$ cat src/design/c_subset_tokenizer_assert.svh
// assertion macros for the c subset tokenizer
// used by the queue module
`ifndef C_SUBSET_TOKENIZER_ASSERT_SVH
`define C_SUBSET_TOKENIZER_ASSERT_SVH
`define CST_ASSERT(label, cond, msg) \
  label: assert property (@(posedge clk) disable iff (rst) (cond)) else $error(msg);
`define CST_IMPLY(label, pre, post, msg) \
  label: assert property (@(posedge clk) disable iff (rst) (pre) |-> (post)) else $error(msg);
`define CST_NEXT(label, pre, post, msg) \
  label: assert property (@(posedge clk) disable iff (rst) (pre) |=> (post)) else $error(msg);
`endif

$ cat src/design/cst_pkg.sv
// shared types and constants for the c subset tokenizer
// no dependencies
package cst_pkg;
  localparam int unsigned SourceBytesDefault = 65536;
  localparam int unsigned QueueDepth = 4;

  localparam logic [5:0] K_EOF = 6'd0, K_ASSIGN = 6'd1, K_EQ = 6'd2, K_PLUS = 6'd3,
    K_MINUS = 6'd4, K_STAR = 6'd5, K_MOD = 6'd6, K_DIV = 6'd7, K_OR = 6'd8, K_AND = 6'd9,
    K_NE = 6'd10, K_LT = 6'd11, K_LE = 6'd12, K_SHL = 6'd13, K_GT = 6'd14, K_GE = 6'd15,
    K_SHR = 6'd16, K_COMMA = 6'd17, K_NUMBER = 6'd18, K_IDENT = 6'd19, K_KW_BASE = 6'd20,
    K_LPAREN = 6'd31, K_RPAREN = 6'd32, K_LBRACE = 6'd33, K_RBRACE = 6'd34,
    K_LBRACK = 6'd35, K_RBRACK = 6'd36, K_SEMI = 6'd37, K_STRING = 6'd38, K_CHARLIT = 6'd39;

  localparam logic [1:0] E_NONE = 2'd0, E_COMMENT = 2'd1, E_CHAR = 2'd2, E_STRING = 2'd3;

  typedef struct packed {
    logic [5:0]  token_kind;
    logic [1:0]  error_code;
    logic [31:0] token_value;
    logic [15:0] start_position;
    logic [15:0] lexeme_length;
    logic        last_of_run;
  } token_t;

  // up to two tokens per source word
  typedef struct packed {
    logic   two;
    token_t first;
    token_t second;
  } token_pair_t;

  typedef logic [7:0][7:0] kw_text_t;

  function automatic logic [5:0] keyword_kind(input kw_text_t w, input logic [3:0] len);
    logic [5:0] k;
    k = K_IDENT;
    case (len)
      4'd2: if (w[1:0] == {"f", "i"}) k = 6'd22;
      4'd3: begin
        if (w[2:0] == {"t", "n", "i"}) k = 6'd20;
        if (w[2:0] == {"r", "o", "f"}) k = 6'd26;
      end
      4'd4: begin
        if (w[3:0] == {"r", "a", "h", "c"}) k = 6'd21;
        if (w[3:0] == {"e", "s", "l", "e"}) k = 6'd23;
        if (w[3:0] == {"d", "i", "o", "v"}) k = 6'd29;
      end
      4'd5: begin
        if (w[4:0] == {"e", "l", "i", "h", "w"}) k = 6'd25;
        if (w[4:0] == {"k", "a", "e", "r", "b"}) k = 6'd27;
      end
      4'd6: begin
        if (w[5:0] == {"f", "t", "n", "i", "r", "p"}) k = 6'd24;
        if (w[5:0] == {"n", "r", "u", "t", "e", "r"}) k = 6'd30;
      end
      4'd8: if (w == {"e", "u", "n", "i", "t", "n", "o", "c"}) k = 6'd28;
      default: k = K_IDENT;
    endcase
    return k;
  endfunction
endpackage

$ cat src/design/cst_byte_if.sv
// source word channel interface
// depends on nothing
interface cst_byte_if;
  logic       valid;
  logic       ready;
  logic [7:0] source_byte;
  modport source (output valid, output source_byte, input ready);
  modport sink (input valid, input source_byte, output ready);
endinterface

$ cat src/design/cst_token_if.sv
// token channel interface
// depends on nothing
interface cst_token_if;
  logic        valid;
  logic        ready;
  logic [5:0]  token_kind;
  logic [1:0]  error_code;
  logic [31:0] token_value;
  logic [15:0] start_position;
  logic [15:0] lexeme_length;
  logic        last_of_run;
  modport source (output valid, output token_kind, output error_code, output token_value,
    output start_position, output lexeme_length, output last_of_run, input ready);
  modport sink (input valid, input token_kind, input error_code, input token_value,
    input start_position, input lexeme_length, input last_of_run, output ready);
endinterface

$ cat src/design/c_subset_tokenizer.sv
// c subset tokenizer top level: one source word in, tokens out
// depends on cst_pkg, cst_byte_if, cst_token_if, cst_front, cst_queue
//
// src carries one source byte per word; tok carries one token per word.
// a byte 0 ends the text: any pending token, then eof, and positions restart.
// each byte gives zero, one or two tokens; last_of_run marks the final one.
// throughput: one byte per cycle while the token queue has two free slots.
// a token is written into the queue when the byte that closes it is accepted.
// the scanner feeds a four-entry queue; when tok stalls the queue fills and
// src ready drops until two slots are free again. nothing is lost.
// reset (rst, synchronous) empties the queue and returns the scanner to idle
// at position zero.
module c_subset_tokenizer import cst_pkg::*; #(
  parameter int unsigned SOURCE_BYTES = SourceBytesDefault
) (
  input logic        clk,
  input logic        rst,
  cst_byte_if.sink   src,
  cst_token_if.source tok
);
  logic        space_ok, push;
  token_pair_t pair;
  token_t      head;

  cst_front #(.SOURCE_BYTES(SOURCE_BYTES)) u_front (
    .clk, .rst,
    .in_valid(src.valid), .in_byte(src.source_byte), .in_ready(src.ready),
    .space_ok, .push, .pair
  );

  cst_queue u_queue (
    .clk, .rst, .push, .pair, .space_ok,
    .out_valid(tok.valid), .out_token(head), .out_ready(tok.ready)
  );

  assign tok.token_kind = head.token_kind;
  assign tok.error_code = head.error_code;
  assign tok.token_value = head.token_value;
  assign tok.start_position = head.start_position;
  assign tok.lexeme_length = head.lexeme_length;
  assign tok.last_of_run = head.last_of_run;
endmodule

$ cat src/design/cst_front.sv
// scanner: takes source words and forms up to two tokens per word
// depends on cst_pkg
module cst_front import cst_pkg::*; #(
  parameter int unsigned SOURCE_BYTES = SourceBytesDefault
) (
  input  logic        clk,
  input  logic        rst,
  input  logic        in_valid,
  input  logic [7:0]  in_byte,
  output logic        in_ready,
  input  logic        space_ok,
  output logic        push,
  output token_pair_t pair
);
  localparam int unsigned PW = (SOURCE_BYTES > 1) ? $clog2(SOURCE_BYTES) : 1;

  typedef enum logic [3:0] {
    M_IDLE, M_PEND, M_NUM, M_IDENT, M_LINE, M_BLOCK, M_STAR, M_STR,
    M_COPEN, M_CESC, M_CCLOSE, M_HALT
  } mode_t;

  mode_t       mode, mode_next;
  logic [7:0]  pending_byte, pending_next;
  logic [PW-1:0] byte_position;
  logic [15:0] token_start, start_next;
  logic [15:0] token_length, length_next;
  logic [31:0] number_accumulator, acc_next;
  kw_text_t    keyword_window, window_next;
  logic        too_long, too_long_next;
  token_t      t0, t1;
  logic        n0, n1;

  logic        fire;
  logic [15:0] p16, pn16;
  logic [PW-1:0] pos_inc;

  assign in_ready = space_ok;
  assign fire = in_valid && in_ready;
  assign p16 = 16'(byte_position);
  assign pos_inc = (32'(byte_position) + 32'd1 >= 32'(SOURCE_BYTES)) ? '0 : byte_position + 1'b1;
  assign pn16 = 16'(pos_inc);

  function automatic token_t mk(input logic [5:0] k, input logic [1:0] e,
      input logic [31:0] v, input logic [15:0] s, input logic [15:0] l);
    token_t t;
    t.token_kind = k;
    t.error_code = e;
    t.token_value = v;
    t.start_position = s;
    t.lexeme_length = l;
    t.last_of_run = 1'b0;
    return t;
  endfunction

  function automatic logic is_digit(input logic [7:0] b);
    return b >= "0" && b <= "9";
  endfunction
  function automatic logic is_alpha(input logic [7:0] b);
    return (b >= "a" && b <= "z") || (b >= "A" && b <= "Z") || b == "_";
  endfunction

  logic [15:0] len_sat;
  assign len_sat = (token_length == 16'hFFFF) ? token_length : token_length + 16'd1;

  always_comb begin
    logic       run_idle;
    logic [5:0] k1;
    mode_next = mode;
    pending_next = pending_byte;
    start_next = token_start;
    length_next = token_length;
    acc_next = number_accumulator;
    window_next = keyword_window;
    too_long_next = too_long;
    n0 = 1'b0;
    n1 = 1'b0;
    t0 = mk(K_EOF, E_NONE, '0, p16, '0);
    t1 = mk(K_EOF, E_NONE, '0, p16, '0);
    run_idle = 1'b0;
    k1 = K_IDENT;
    case (mode)
      M_IDLE: run_idle = 1'b1;
      M_PEND: begin
        mode_next = M_IDLE;
        case (pending_byte)
          "=": if (in_byte == "=") begin
              n0 = 1'b1; t0 = mk(K_EQ, E_NONE, '0, token_start, 16'd2);
            end else begin
              n0 = 1'b1; t0 = mk(K_ASSIGN, E_NONE, '0, token_start, 16'd1); run_idle = 1'b1;
            end
          "/": if (in_byte == "/") mode_next = M_LINE;
            else if (in_byte == "*") mode_next = M_BLOCK;
            else begin
              n0 = 1'b1; t0 = mk(K_DIV, E_NONE, '0, token_start, 16'd1); run_idle = 1'b1;
            end
          "!": if (in_byte == "=") begin
              n0 = 1'b1; t0 = mk(K_NE, E_NONE, '0, token_start, 16'd2);
            end else begin
              n0 = 1'b1; t0 = mk(K_EOF, E_NONE, '0, token_start, 16'd0); mode_next = M_HALT;
            end
          "<": if (in_byte == "<") begin
              n0 = 1'b1; t0 = mk(K_SHL, E_NONE, '0, token_start, 16'd2);
            end else if (in_byte == "=") begin
              n0 = 1'b1; t0 = mk(K_LE, E_NONE, '0, token_start, 16'd2);
            end else begin
              n0 = 1'b1; t0 = mk(K_LT, E_NONE, '0, token_start, 16'd1); run_idle = 1'b1;
            end
          default: if (in_byte == ">") begin
              n0 = 1'b1; t0 = mk(K_SHR, E_NONE, '0, token_start, 16'd2);
            end else if (in_byte == "=") begin
              n0 = 1'b1; t0 = mk(K_GE, E_NONE, '0, token_start, 16'd2);
            end else begin
              n0 = 1'b1; t0 = mk(K_GT, E_NONE, '0, token_start, 16'd1); run_idle = 1'b1;
            end
        endcase
      end
      M_NUM: if (is_digit(in_byte)) begin
          acc_next = (number_accumulator << 3) + (number_accumulator << 1)
                     + {28'd0, in_byte[3:0]};
          length_next = len_sat;
        end else begin
          n0 = 1'b1;
          t0 = mk(K_NUMBER, E_NONE, number_accumulator, token_start, token_length);
          run_idle = 1'b1;
        end
      M_IDENT: if (is_alpha(in_byte) || is_digit(in_byte)) begin
          if (token_length < 16'd8) window_next[token_length[2:0]] = in_byte;
          else too_long_next = 1'b1;
          length_next = len_sat;
        end else begin
          k1 = (too_long || token_length > 16'd8) ? K_IDENT
               : keyword_kind(keyword_window, token_length[3:0]);
          n0 = 1'b1;
          t0 = mk(k1, E_NONE, '0, token_start, token_length);
          run_idle = 1'b1;
        end
      M_LINE: if (in_byte == 8'd0) n0 = 1'b1;
        else if (in_byte == 8'h0A) mode_next = M_IDLE;
      M_BLOCK, M_STAR: if (in_byte == 8'd0) begin
          n0 = 1'b1; t0 = mk(K_EOF, E_COMMENT, '0, p16, '0);
        end else if (mode == M_STAR && in_byte == "/") mode_next = M_IDLE;
        else mode_next = (in_byte == "*") ? M_STAR : M_BLOCK;
      M_STR: if (in_byte == 8'd0) begin
          n0 = 1'b1; t0 = mk(K_EOF, E_STRING, '0, p16, '0);
        end else if (in_byte == "\"") begin
          n0 = 1'b1; t0 = mk(K_STRING, E_NONE, '0, token_start, token_length);
          mode_next = M_IDLE;
        end else length_next = len_sat;
      M_COPEN: if (in_byte == 8'd0) begin
          n0 = 1'b1; t0 = mk(K_EOF, E_CHAR, '0, p16, '0);
        end else if (in_byte == "\\") begin
          length_next = 16'd1; mode_next = M_CESC;
        end else begin
          acc_next = {24'd0, in_byte}; length_next = 16'd1; mode_next = M_CCLOSE;
        end
      M_CESC: if (in_byte == 8'd0) begin
          n0 = 1'b1; t0 = mk(K_EOF, E_CHAR, '0, p16, '0);
        end else begin
          case (in_byte)
            "n": acc_next = 32'd10;
            "t": acc_next = 32'd9;
            "0": acc_next = 32'd0;
            default: acc_next = {24'd0, in_byte};
          endcase
          length_next = 16'd2;
          mode_next = M_CCLOSE;
        end
      M_CCLOSE: if (in_byte == "'") begin
          n0 = 1'b1;
          t0 = mk(K_CHARLIT, E_NONE, number_accumulator, token_start, token_length);
          mode_next = M_IDLE;
        end else begin
          n0 = 1'b1; t0 = mk(K_EOF, E_CHAR, '0, p16, '0); mode_next = M_HALT;
        end
      M_HALT: mode_next = M_HALT;
      default: run_idle = 1'b1;
    endcase

    if (run_idle) begin
      logic       emit;
      logic [5:0] k;
      emit = 1'b0;
      k = K_EOF;
      mode_next = M_IDLE;
      case (in_byte)
        8'd0: emit = 1'b1;
        " ", 8'd9, 8'd10, 8'd11, 8'd12, 8'd13: emit = 1'b0;
        "=", "/", "!", "<", ">": begin
          mode_next = M_PEND; pending_next = in_byte; start_next = p16;
        end
        "+": begin emit = 1'b1; k = K_PLUS; end
        "-": begin emit = 1'b1; k = K_MINUS; end
        "*": begin emit = 1'b1; k = K_STAR; end
        "%": begin emit = 1'b1; k = K_MOD; end
        "|": begin emit = 1'b1; k = K_OR; end
        "&": begin emit = 1'b1; k = K_AND; end
        ",": begin emit = 1'b1; k = K_COMMA; end
        "(": begin emit = 1'b1; k = K_LPAREN; end
        ")": begin emit = 1'b1; k = K_RPAREN; end
        "{": begin emit = 1'b1; k = K_LBRACE; end
        "}": begin emit = 1'b1; k = K_RBRACE; end
        "[": begin emit = 1'b1; k = K_LBRACK; end
        "]": begin emit = 1'b1; k = K_RBRACK; end
        ";": begin emit = 1'b1; k = K_SEMI; end
        "#": mode_next = M_LINE;
        "\"": begin mode_next = M_STR; start_next = pn16; length_next = '0; end
        "'": begin mode_next = M_COPEN; start_next = pn16; length_next = '0; end
        default: if (is_digit(in_byte)) begin
            mode_next = M_NUM; acc_next = {28'd0, in_byte[3:0]};
            start_next = p16; length_next = 16'd1;
          end else if (is_alpha(in_byte)) begin
            mode_next = M_IDENT; window_next[0] = in_byte; too_long_next = 1'b0;
            start_next = p16; length_next = 16'd1;
          end else begin
            emit = 1'b1; mode_next = M_HALT;
          end
      endcase
      if (emit) begin
        if (n0) begin
          n1 = 1'b1; t1 = mk(k, E_NONE, '0, p16, (k == K_EOF) ? 16'd0 : 16'd1);
        end else begin
          n0 = 1'b1; t0 = mk(k, E_NONE, '0, p16, (k == K_EOF) ? 16'd0 : 16'd1);
        end
      end
    end
    if (in_byte == 8'd0) mode_next = M_IDLE;
    if (n1) t1.last_of_run = 1'b1;
    else t0.last_of_run = 1'b1;
  end

  assign push = fire && n0;
  assign pair.two = n1;
  assign pair.first = t0;
  assign pair.second = t1;

  always_ff @(posedge clk) begin
    if (rst) begin
      mode <= M_IDLE;
      byte_position <= '0;
      pending_byte <= '0;
      token_start <= '0;
      token_length <= '0;
      number_accumulator <= '0;
      too_long <= 1'b0;
    end else if (fire) begin
      mode <= mode_next;
      byte_position <= (in_byte == 8'd0) ? '0 : pos_inc;
      pending_byte <= pending_next;
      token_start <= start_next;
      token_length <= length_next;
      number_accumulator <= acc_next;
      too_long <= too_long_next;
    end
  end

  always_ff @(posedge clk) begin
    if (fire) keyword_window <= window_next;
  end
endmodule

$ cat src/design/cst_queue.sv
// token queue between scanner and output, takes one or two tokens per push
// depends on cst_pkg and the assertion macros
`include "c_subset_tokenizer_assert.svh"
module cst_queue import cst_pkg::*; (
  input  logic        clk,
  input  logic        rst,
  input  logic        push,
  input  token_pair_t pair,
  output logic        space_ok,
  output logic        out_valid,
  output token_t      out_token,
  input  logic        out_ready
);
  localparam int unsigned AW = $clog2(QueueDepth);

  token_t        mem [QueueDepth];
  logic [AW-1:0] wr_ptr, rd_ptr;
  logic [AW:0]   count;
  logic          pop;
  logic [AW:0]   added;

  assign space_ok = count <= (AW+1)'(QueueDepth - 2);
  assign out_valid = count != '0;
  assign out_token = mem[rd_ptr];
  assign pop = out_valid && out_ready;
  assign added = push ? (pair.two ? (AW+1)'(2) : (AW+1)'(1)) : '0;

  always_ff @(posedge clk) begin
    if (rst) begin
      wr_ptr <= '0;
      rd_ptr <= '0;
      count <= '0;
    end else begin
      wr_ptr <= wr_ptr + added[AW-1:0];
      if (pop) rd_ptr <= rd_ptr + 1'b1;
      count <= count + added - (AW+1)'(pop);
    end
  end

  always_ff @(posedge clk) begin
    if (push) begin
      mem[wr_ptr] <= pair.first;
      if (pair.two) mem[wr_ptr + 1'b1] <= pair.second;
    end
  end

  `CST_ASSERT(a_count_bound, count <= (AW+1)'(QueueDepth), "queue overflow")
  `CST_IMPLY(a_push_space, push, space_ok, "push without space")
  `CST_NEXT(a_empty_stays, !push && count == '0, !out_valid, "word from empty queue")
endmodule
$ cat src/flat_wrapper.sv
// flat-port wrapper written by rule: the top's interface ports become plain ports
module c_subset_tokenizer_flat import cst_pkg::*;
#(
  parameter int unsigned SOURCE_BYTES = SourceBytesDefault
)
  (clk, rst, src_valid, src_source_byte, src_ready, tok_valid, tok_token_kind, tok_error_code, tok_token_value, tok_start_position, tok_lexeme_length, tok_last_of_run, tok_ready);
  cst_byte_if src_i ();
  cst_token_if tok_i ();
  input logic clk;
  input logic rst;
  input wire logic [$bits(src_i.valid)-1:0] src_valid;
  input wire logic [$bits(src_i.source_byte)-1:0] src_source_byte;
  output wire logic [$bits(src_i.ready)-1:0] src_ready;
  output wire logic [$bits(tok_i.valid)-1:0] tok_valid;
  output wire logic [$bits(tok_i.token_kind)-1:0] tok_token_kind;
  output wire logic [$bits(tok_i.error_code)-1:0] tok_error_code;
  output wire logic [$bits(tok_i.token_value)-1:0] tok_token_value;
  output wire logic [$bits(tok_i.start_position)-1:0] tok_start_position;
  output wire logic [$bits(tok_i.lexeme_length)-1:0] tok_lexeme_length;
  output wire logic [$bits(tok_i.last_of_run)-1:0] tok_last_of_run;
  input wire logic [$bits(tok_i.ready)-1:0] tok_ready;
  assign src_i.valid = src_valid;
  assign src_i.source_byte = src_source_byte;
  assign src_ready = src_i.ready;
  assign tok_valid = tok_i.valid;
  assign tok_token_kind = tok_i.token_kind;
  assign tok_error_code = tok_i.error_code;
  assign tok_token_value = tok_i.token_value;
  assign tok_start_position = tok_i.start_position;
  assign tok_lexeme_length = tok_i.lexeme_length;
  assign tok_last_of_run = tok_i.last_of_run;
  assign tok_i.ready = tok_ready;
  c_subset_tokenizer #(.SOURCE_BYTES(SOURCE_BYTES)) u_core (.clk(clk), .rst(rst), .src(src_i), .tok(tok_i));
endmodule
$ cat config.mk
export PLATFORM = sky130hd
export DESIGN_NAME = c_subset_tokenizer_flat
export DESIGN_NICKNAME = d
export VERILOG_FILES = /design/src/design/cst_pkg.sv /design/src/design/cst_byte_if.sv /design/src/design/cst_token_if.sv /design/src/design/c_subset_tokenizer.sv /design/src/design/cst_front.sv /design/src/design/cst_queue.sv /design/src/flat_wrapper.sv
export VERILOG_INCLUDE_DIRS = /design/src /design/src/design
export SDC_FILE = /design/constraint.sdc
export NUM_CORES = 1
export LEC_CHECK = 0
export BUFFER_PORTS_ARGS = -buffer_cell sky130_fd_sc_hd__buf_2
export CORE_ASPECT_RATIO = 1.2
export CORE_MARGIN = 5
export CORE_UTILIZATION = 51
export DETAILED_ROUTE_END_ITERATION = 8
export PLACE_DENSITY = 0.72
export SYNTH_ARGS = -nofsm -noshare
export SYNTH_HDL_FRONTEND = slang
export SYNTH_SLANG_ARGS = --single-unit
$ cat constraint.sdc
create_clock -name clk -period 4.35 [get_ports clk]
set_input_delay 0.87 -clock clk [delete_from_list [all_inputs] [get_ports clk]]
set_output_delay 0.87 -clock clk [all_outputs]
set_load 0.02 [all_outputs]
==> flow_summary_export.csv <==
group,metric,value,unit
setup_path,crit_family,"compound AO/OA/AOI/OAI gates",
setup_path,crit_arrival,4.31,ns
run,maxCapViolations,0,
timing,worstMarginPinSlew,0.934,ns
setup_path,cp_cell_sequence,"and3b_1 -> o2111ai_1 -> o311ai_1 -> a41oi_1 -> buf_4 -> o211a_1 -> nor2_1 -> or3_1 -> ha_1 -> inv_1 -> ha_1 -> fa_1 -> xor2_1 -> xnor2_1 -> nor2_1",
logic_synthesis,yosys.area.top_type,"dfxtp_1",
drt,wirelength,72100,um
power,irDropWorstVdd,366,uV
setup_path,crit_path_start_kind,"flip-flop",
clocking,cts-resized-gates,0,
drt,drcViolationCount,0,
setup_path,critical_path.max_fanout,5,
logic_synthesis,synth_top_area_share,24.9,%
setup_path,cpMaxStageDelayCell,"fa_1",
clocking,post_cts.repair.setup_buffers,0,
logic_synthesis,netlist_area,24000,um^2
floorplanning,rows,87,
logic_synthesis,avgSynthCellArea,9.49,um^2
setup_path,path_buf_inv,2,
drt,drt-initial-drc-count,1731,
clocking,insertion_delay,0.60,ns
floorplanning,io_pins,87,
power,static-leakage-power,9.76,nW
timing,layout_min_cycle_time,3.85,ns
floorplanning,die_h,248,um
logic_synthesis,ys_types,95,
logic_synthesis,synth_edf_count,160,
logic_synthesis,synthFlopType,"dfxtp_1",
clocking,postCtsHoldBufs,0,
timing,tns,0,ns
timing,drv_slew,0,
setup_path,cp-end-kind,"flip-flop",
timing,max_freq,0.260,GHz
grt,grt_pass1_wl,114000,um
logic_synthesis,seq_area_frac_synth,44.9,%
drt,vias,20765,
clocking,clkSinkCount,458,
timing,finalCritPeriodShare,88.6,%
placed_design,port_buffers,86,
final_layout,final_area,27200,um^2
setup_path,cp.required,4.81,ns
placed_design,postPlaceCellArea,25600,um^2
power,power.density,475,nW/um^2
floorplanning,die-area,51500,um^2
drt,ant_nets,0,
clocking,clkSlewWorstSetupHoldPaths,0.06,ns
setup_path,max_stage_delay,0.43,ns
clocking,clock_path_buffers,3,
floorplanning,start_util,51.3,%
logic_synthesis,async_reset_ff_share,0,%
drt,routed_via_density,6.36,
logic_synthesis,yosys-top-cells-count,"298 x dfxtp_1, 266 x nand2_1, 236 x nand3_1",
clocking,cts_tree,"yes",
logic_synthesis,yosys_warnings,0,
setup_path,path_class,"flip-flop to flip-flop",
grt,grt_max_degree,76,
timing,slew_headroom,37.2,%
drt,wl_per_cell,22.1,um
clocking,cts_made_buffers,46,
clocking,htreeDepth,2,
final_layout,drive_above_1_share,16.6,%
clocking,root_buffer,"clkbuf_16",
final_layout,nNetsFinal,2683,
timing,fin_skew,0.0215,ns
drt,first_pass_iters,5,
timing,rsz0062_at_grt,"false",
logic_synthesis,yosys_register_bits,458,
logic_synthesis,synth_area_leaders,"dfxtp_1 25%, edfxtp_1 20%, mux4_2 6.9%",
floorplanning,fp.dieW,208,um
floorplanning,core_area,46800,um^2
logic_synthesis,synth.most_common_cell,"dfxtp_1",
logic_synthesis,synth_fp_nets,2612,
grt,antenna_found_initial,2,
logic_synthesis,netlist_instances,2530,
timing,setup_viol,0,
placed_design,hpwl,48200,um
run_status,status,"complete, no violations",
final_layout,area.growth.synth_to_final,13.4,%
grt,grt-ovfl-total,0,
grt,grt_pass1_vias,20459,
hold_path,hold_path_class,"flip-flop to flip-flop",
placed_design,gp_congestion,1.03,
timing,hold_viol,0,
grt,grt_usage,27.3,%
## placed cells by master, fill, tap and decap left out, types with 21 or more instances in the layout
cell type | netlist | layout
dfxtp_1 | 298 | 296
nand2_1 | 266 | 266
nand3_1 | 236 | 236
a21oi_1 | 186 | 186
nor2_1 | 175 | 174
edfxtp_1 | 160 | 160
o21ai_0 | 137 | 137
buf_4 | 3 | 136
buf_2 | 57 | 86
mux4_2 | 73 | 73
a22o_1 | 71 | 71
ha_1 | 67 | 67
nor3_1 | 49 | 49
clkbuf_16 | 0 | 47
o22ai_1 | 37 | 37
inv_1 | 35 | 35
a22oi_1 | 32 | 32
o21ai_1 | 32 | 32
xnor2_1 | 30 | 30
a211oi_1 | 26 | 26
nor4_1 | 25 | 25
nand2b_1 | 23 | 23
nand4_1 | 22 | 22
nor2b_1 | 21 | 21
## final timing paths
check	startpoint	endpoint	slack [ns]	cells past startpoint
worst max-delay path	u_core.u_front.pending_byte[4]$_SDFFE_PP0P_	u_core.u_queue.count[2]$_SDFF_PP0_	0.50	15
worst max register to register	u_core.u_front.pending_byte[4]$_SDFFE_PP0P_	u_core.u_queue.count[2]$_SDFF_PP0_	0.50	15
worst min register to register	u_core.u_queue.mem[1][35]$_SDFFE_PP0P_	u_core.u_queue.mem[1][35]$_SDFFE_PP0P_	0.45	2
worst min-delay path	u_core.u_queue.mem[1][35]$_SDFFE_PP0P_	u_core.u_queue.mem[1][35]$_SDFFE_PP0P_	0.45	2
## cells by family (layout without fill, tap and decap cells)
group	after synthesis	count (layout)	synth area share, %
multiplexers	91	91	7.64
XOR/XNOR	41	41	1.50
flip-flops	458	458	44.9
other	0	1	0
AO/OA/AOI/OAI	675	675	18.2
AND/OR/NAND/NOR	949	949	19.6
buffers and inverters	246	355	4.45
adder cells (fa/ha/maj)	70	70	3.74
## flip-flops by register name (all words and copies together), names as in the netlist, named ones only
| name | cells |
|---|---|
| u_core.u_front.too_long | 1 |
| u_core.u_front.token_start | 16 |
| u_core.u_queue.mem | 292 |
| u_core.u_front.pending_byte | 8 |
| u_core.u_front.mode | 4 |
| u_core.u_front.token_length | 16 |
| u_core.u_front.number_accumulator | 32 |
| u_core.u_front.keyword_window | 64 |
| u_core.u_queue.count | 3 |
| u_core.u_front.byte_position | 16 |
| u_core.u_queue.rd_ptr | 2 |
| u_core.u_queue.wr_ptr | 2 |
## layout make-up
| class | count | area (um^2) |
|---|---|---|
| Fill cell | 4072 | 19600 |
| Multi-Input combinational cell | 1826 | 12200 |
| Sequential cell | 458 | 10800 |
| Timing Repair Buffer | 234 | 1690 |
| Clock buffer | 64 | 1320 |
| Tap cell | 623 | 779 |
| Clock inverter | 22 | 283 |
| Inverter | 35 | 131 |
| Antenna cell | 1 | 2.50 |
## routing by layer
| layer | share of wire (%) | track usage, % |
|---|---|---|
| met5 | 0.018 | 0 |
| met4 | 3.7 | 10.9 |
| met3 | 6.8 | 4.45 |
| met2 | 49 | 47.5 |
| met1 | 40 | 34.1 |
## metrics by stage
stage | setup slack (ns) | cells | hold slack [ns] | utilization [%] | power (W)
final | 0.497 | 3263 | 0.451 | 58.1 | 0.0129
after global routing | 0.302 | 3262 | 0.470 | 58.1 | 0.0134
after CTS | 0.518 | 3262 | 0.453 | 58.1 | 0.0130
after detailed placement | 0.00827 | 3176 | 0.444 | 54.7 | 0.00879
after global placement | 0.0314 | 3176 | 0.438 | 54.7 | 0.00876
after floorplan | 0.0000266 | 2530 | 0.430 | - | 0.00744
## report_power, final
group	total, W	internal [W]	switching [W]
Clock	0.00418	0.00244	0.00173
Sequential	0.00504	0.00478	0.000255
Combinational	0.00371	0.00125	0.00247
Total	0.0129	0.00847	0.00445
## tightest hold or removal path: stages (launching register included)
cell	delay (ns)
dfxtp_1	0.30
nand2_1	0.05
a21oi_1	0.05
No activity file was read; power rests on OpenSTA's default activity.
